## src/rtl/core/tpw_pkg.sv

```systemverilog
// ----------------------------------------------------------------------------
// tpw_pkg
// Shared types and constants of the two-level page table walk core: field
// widths, function codes, the queued command and the walk result.
// ----------------------------------------------------------------------------
package tpw_pkg;

  localparam int PAGE_BYTES = 32;
  localparam int OFF_W      = 5;
  localparam int IDX_W      = 5;
  localparam int FRAME_W    = 7;
  localparam int BYTE_W     = 8;
  localparam int LADDR_W    = 12;
  localparam int VA_W       = 15;
  localparam int FUNC_W     = 2;
  localparam int VALID_BIT  = 7;

  localparam logic [FUNC_W-1:0] FUNC_LOAD_MEM  = 2'd0;
  localparam logic [FUNC_W-1:0] FUNC_LOAD_DISK = 2'd1;
  localparam logic [FUNC_W-1:0] FUNC_XLATE     = 2'd2;

  localparam logic [FRAME_W-1:0] DIR_BASE_RESET = 7'd108;

  typedef struct packed {
    logic [FUNC_W-1:0]  kind;
    logic [LADDR_W-1:0] laddr;
    logic [BYTE_W-1:0]  lbyte;
    logic [VA_W-1:0]    va;
  } cmd_t;

  typedef struct packed {
    logic [IDX_W-1:0]   dir_index;
    logic [BYTE_W-1:0]  dir_entry;
    logic               dir_valid;
    logic [FRAME_W-1:0] dir_frame;
    logic [IDX_W-1:0]   table_index;
    logic [BYTE_W-1:0]  table_entry;
    logic               table_valid;
    logic [FRAME_W-1:0] table_frame;
    logic [LADDR_W-1:0] target_addr;
    logic               from_disk;
    logic [BYTE_W-1:0]  value;
    logic               dir_fault;
  } res_t;

endpackage

```

## src/rtl/core/tpw_front.sv

```systemverilog
// ----------------------------------------------------------------------------
// tpw_front
// Input side: accept words, drop unused function codes and loads beyond the
// last page, queue the remaining commands for the walk engine.
// ----------------------------------------------------------------------------
module tpw_front #(
  parameter int NUM_PAGES = 128
) (
  input  logic                             clk,
  input  logic                             rst_n,
  input  logic                             in_tvalid,
  output logic                             in_tready,
  input  logic [tpw_pkg::FUNC_W-1:0]       in_func,
  input  logic [tpw_pkg::LADDR_W-1:0]      in_load_addr,
  input  logic [tpw_pkg::BYTE_W-1:0]       in_load_byte,
  input  logic [tpw_pkg::VA_W-1:0]         in_virt_addr,
  output logic                             q_valid,
  output tpw_pkg::cmd_t                    q_cmd,
  input  logic                             q_pop
);

  localparam int QDEPTH = 2;
  localparam int PTR_W  = $clog2(QDEPTH);
  localparam int CNT_W  = $clog2(QDEPTH + 1);

  tpw_pkg::cmd_t     entry_r [QDEPTH];
  logic [PTR_W-1:0]  wr_ptr_r, wr_ptr_nxt;
  logic [PTR_W-1:0]  rd_ptr_r, rd_ptr_nxt;
  logic [CNT_W-1:0]  cnt_r, cnt_nxt;
  logic              keep;
  logic              push;
  logic              pop;
  logic [tpw_pkg::FRAME_W-1:0] load_page;

  assign load_page = in_load_addr[tpw_pkg::LADDR_W-1:tpw_pkg::OFF_W];

  always_comb begin
    unique case (in_func)
      tpw_pkg::FUNC_LOAD_MEM,
      tpw_pkg::FUNC_LOAD_DISK: keep = ({1'b0, load_page} < 8'(NUM_PAGES));
      tpw_pkg::FUNC_XLATE:     keep = 1'b1;
      default:                 keep = 1'b0;
    endcase
  end

  assign in_tready = rst_n && (cnt_r != CNT_W'(QDEPTH));
  assign push      = in_tvalid && in_tready && keep;
  assign pop       = q_pop && q_valid;
  assign q_valid   = (cnt_r != '0);
  assign q_cmd     = entry_r[rd_ptr_r];

  always_comb begin
    wr_ptr_nxt = push ? wr_ptr_r + 1'b1 : wr_ptr_r;
    rd_ptr_nxt = pop ? rd_ptr_r + 1'b1 : rd_ptr_r;
    cnt_nxt    = cnt_r + CNT_W'(push) - CNT_W'(pop);
  end

  always_ff @(posedge clk) begin
    if (push) begin
      entry_r[wr_ptr_r] <= '{kind:  in_func,
                             laddr: in_load_addr,
                             lbyte: in_load_byte,
                             va:    in_virt_addr};
    end
  end

  always_ff @(posedge clk) begin
    if (!rst_n) begin
      wr_ptr_r <= '0;
      rd_ptr_r <= '0;
      cnt_r    <= '0;
    end else begin
      wr_ptr_r <= wr_ptr_nxt;
      rd_ptr_r <= rd_ptr_nxt;
      cnt_r    <= cnt_nxt;
    end
  end

endmodule

```

## config.mk

```make
export PLATFORM = sky130hd
export DESIGN_NAME = tpw_front
export DESIGN_NICKNAME = d
export VERILOG_FILES = /design/src/rtl/core/tpw_pkg.sv /design/src/rtl/core/tpw_front.sv
export SDC_FILE = /design/constraint.sdc
export NUM_CORES = 1
export LEC_CHECK = 0
export BUFFER_PORTS_ARGS = -buffer_cell sky130_fd_sc_hd__buf_4
export CAP_MARGIN = 20
export CORE_ASPECT_RATIO = 1.5
export CORE_UTILIZATION = 30
export CTS_CLUSTER_DIAMETER = 150
export DETAILED_ROUTE_END_ITERATION = 8
export HOLD_SLACK_MARGIN = 0.15
export PLACE_DENSITY = 0.58
export SYNTH_ARGS = -nofsm -noshare
export SYNTH_HDL_FRONTEND = slang
export SYNTH_SLANG_ARGS = --single-unit
```

## constraint.sdc

```tcl
create_clock -name clk -period 2.4 [get_ports clk]
set_input_delay 0.24 -clock clk [delete_from_list [all_inputs] [get_ports clk]]
set_output_delay 0.24 -clock clk [all_outputs]
set_load 0.005 [all_outputs]
```

==> metrics.log <==
INFO  metric dp_wirelength = between 3000 and 4000 um
INFO  metric cts_post_setup_buffers_inserted = 0
INFO  metric synth.largest_area_cell = sky130_fd_sc_hd__edfxtp_1
INFO  metric setup.worst_path.end_class = primary output
INFO  metric share_of_layout_cells_above_drive_strength_1 = 0.520
INFO  metric synth.lib_cells_used.distinct = 18
INFO  metric ys_warns = 0
INFO  metric holdWs = ~0.18 ns
INFO  metric post_synth_arst_share = 0
INFO  metric design.final.nets = a little over 300
INFO  metric antenna_violating_nets_post_route = 0
INFO  metric dr.pass1.iters = 8
INFO  metric power = 4.00 mW
INFO  metric antenna_cells_inserted = 0
INFO  metric fmax = approximately 0.5 GHz
INFO  metric synth-edff-count = 74
INFO  metric failed_checks = design-rule violations
INFO  metric power_per_cell_area = between 800 and 900 mW/mm2
INFO  metric routabilityCongestion = 0.609
INFO  metric nFillCells = ~900
INFO  metric post_route_drc = 8
INFO  metric fin_cells = 390
INFO  metric initial_utilization = 0.306
INFO  metric synthTopCellsByArea = sky130_fd_sc_hd__edfxtp_1 72%, sky130_fd_sc_hd__mux2_4 15%, sky130_fd_sc_hd__dfxtp_1 3.2%
INFO  metric power.leakage = 1.74 nW
INFO  metric drt_via_density = 4.17
INFO  metric slew_at_the_pin_closest_to_its_max_slew_limit = around 0.5 ns
INFO  metric synthDominantCellAreaShare = 0.721
INFO  metric clock_tree.root_cell = sky130_fd_sc_hd__clkbuf_16
INFO  metric synth.most_common_cell = sky130_fd_sc_hd__edfxtp_1
INFO  metric io_pins = 80
INFO  metric postSynthCellCount = ~140
INFO  metric place.port_buffers = 79
INFO  metric final_core_utilization = 0.449
INFO  metric timing.critical_path.required = around 2.2 ns
INFO  metric crit_path_start_kind = flop
INFO  metric synth-seq-area-share = 0.753
INFO  metric final_worst_clock_skew = around 0.0037 ns
INFO  metric ys_dominant_reg_cell = sky130_fd_sc_hd__edfxtp_1
INFO  metric post-route-cell-area = between 0.004 and 0.005 mm2
INFO  metric finalCritPeriodShare = 0.826
INFO  metric wl_per_cell = 13.1 um
INFO  metric run_status = finished with violations
INFO  metric die_height = around 130 um
INFO  metric worstPathMaxFanout = 14
INFO  metric met2_usage = 0.179
INFO  metric period_needed = between 1.5 and 2 ns
INFO  metric avgSynthCellArea = 21.9 um2
INFO  metric area_growth_syn_to_layout = 46.6%
INFO  metric core_region = a little over 0.01 mm2
INFO  metric grt_setup_unrepaired = false
INFO  metric setup_viol = 0
INFO  metric numClockSinks = 79
INFO  metric maxSlewViolCount = 0
INFO  metric cts_htree_levels = 3
INFO  metric grt_max_degree = 25
INFO  metric detailroute.via_count = 1626
INFO  metric min_path_type = in2reg
INFO  metric grt-ovfl-total = 0
INFO  metric grt_pass1_wl = around 8300 um
INFO  metric postSynthRegisterBits = between 70 and 80
INFO  metric netlist_area = just over 0.003 mm2
INFO  metric cts_tree = done
INFO  metric grt_antenna_before_repair = 0
INFO  metric max-clock-path-buffers = 2
INFO  metric floorplan.die_area = between 0.01 and 0.015 mm2
INFO  metric synth_nets = roughly 180
INFO  metric path_clk_slew = 0.06 ns
INFO  metric grt_usage = 0.106
INFO  metric worst_ep_arrival_time = about 1.7 ns
INFO  metric finalHoldViolations = 0
INFO  metric global_route.usage.met1 = 0.119
INFO  metric route.final.wire_length = 5120 um
INFO  metric die-width = around 85 um
INFO  metric via_count_of_the_first_global_routing_pass = roughly 1700
INFO  metric clock_latency = 0.33 ns
INFO  metric dpl-instance-area = 0.00382 mm2
INFO  metric globalRouteMet3Util = 0.0216
INFO  metric global_route.peak_usage_layer = met2
INFO  metric drt_iter0_markers = 88
INFO  metric max_cap_viol_count = 0
INFO  metric timing.max_slew.rel_slack = 0.667
INFO  metric dpl.cell_count = 337
INFO  metric placementRows = 45
INFO  metric yosys-top-cells-count = 74 x sky130_fd_sc_hd__edfxtp_1, 30 x sky130_fd_sc_hd__mux2_4, 7 x sky130_fd_sc_hd__mux2_2
INFO  metric timing.setup.critical_path_class = reg2out
INFO  metric max-vdd-ir-drop = ~400 uV
INFO  metric cts_made_buffers = 9
## logic make-up (layout without fill, tap and decap cells)
family | count (synthesis) | count (layout) | share of synthesized area
buffers and inverters | 7 | 139 | 0.0268
AND/OR/NAND/NOR | 9 | 9 | 0.0150
XOR/XNOR | 3 | 3 | 0.00852
multiplexers | 38 | 38 | 0.175
adder cells (fa/ha/maj) | 2 | 2 | 0.00812
AO/OA/AOI/OAI | 3 | 3 | 0.0134
flip-flops | 79 | 79 | 0.753
## final timing paths
| check | start | endpoint | slack [ns] | depth (start not counted) |
|---|---|---|---|---|
| worst max-delay path | flop | q_cmd[5] | 0.42 | 3 |
| worst min-delay path | rst_n | cnt_r[0] | 0.18 | 2 |
| worst max register to register | cnt_r[1] | cnt_r[1] | 0.66 | 8 |
| worst min register to register | rd_ptr_r | flop | 0.54 | 2 |
## flip-flops by register name, summed over array words and instances, names as in the netlist, named ones only
name      flops
wr_ptr_r      1
entry_r      74
rd_ptr_r      1
cnt_r         2
## what timing repair did
action | CTS | global route
hold endpoints to repair | 74 | 0
endpoints found under the setup margin | 0 | 0
hold buffers | 37 | 0
gates resized for setup | 0 | 0
## worst max-delay path, cell delays in order, from the launching register on
cell and delay [ns]:
sky130_fd_sc_hd__dfxtp_2 0.59, sky130_fd_sc_hd__buf_4 0.35, sky130_fd_sc_hd__mux2_4 0.33, sky130_fd_sc_hd__buf_4 0.14
## cells in the final DEF (no fill, tap or decap), drive strengths merged
cell	instances
buf	83
edfxtp	74
dlygate4sd3	37
mux2	37
clkbuf	9
inv	7
dfxtp	5
xnor2	3
o21a	2
nand2	2
nor2	2
nor2b	2
and2	2
ha	2
bufinv	2
o2111ai	1
or2	1
mux2i	1
clkinvlp	1
## routing by layer
layer / share of wire / vias to the layer above
met2: 0.52 / 55
met4: 0.030 / 0
li1: - / 802
met3: 0.047 / 12
met5: 0 / -
met1: 0.41 / 757
## power breakdown
group / internal (mW) / total, mW / leakage, nW / switching [mW]
logic: 0.546 / 0.848 / 0.871 / 0.301
clock network: 0.924 / 1.46 / 0.157 / 0.538
registers: 1.62 / 1.69 / 0.716 / 0.0728
## cell type report
cell class	count	area, um2	area share
flip-flops and latches	79	2320	0.514
repair buffers	120	1020	0.225
multi-input cells	55	693	0.153
clock buffers	9	225	0.0498
well taps	117	146	0.0324
clock inverters	7	103	0.0227
inverters	3	11.3	0.00249
## per-stage QoR
step	TNS, ns	setup slack [ns]
2_1_floorplan	-12.63	-0.171
3_3_place_gp	0	0.712
3_5_place_dp	0	0.671
4_1_cts	0	0.373
5_1_grt	0	0.325
6_report	0	0.417
Note: power is estimated with default switching activity, not from simulation.
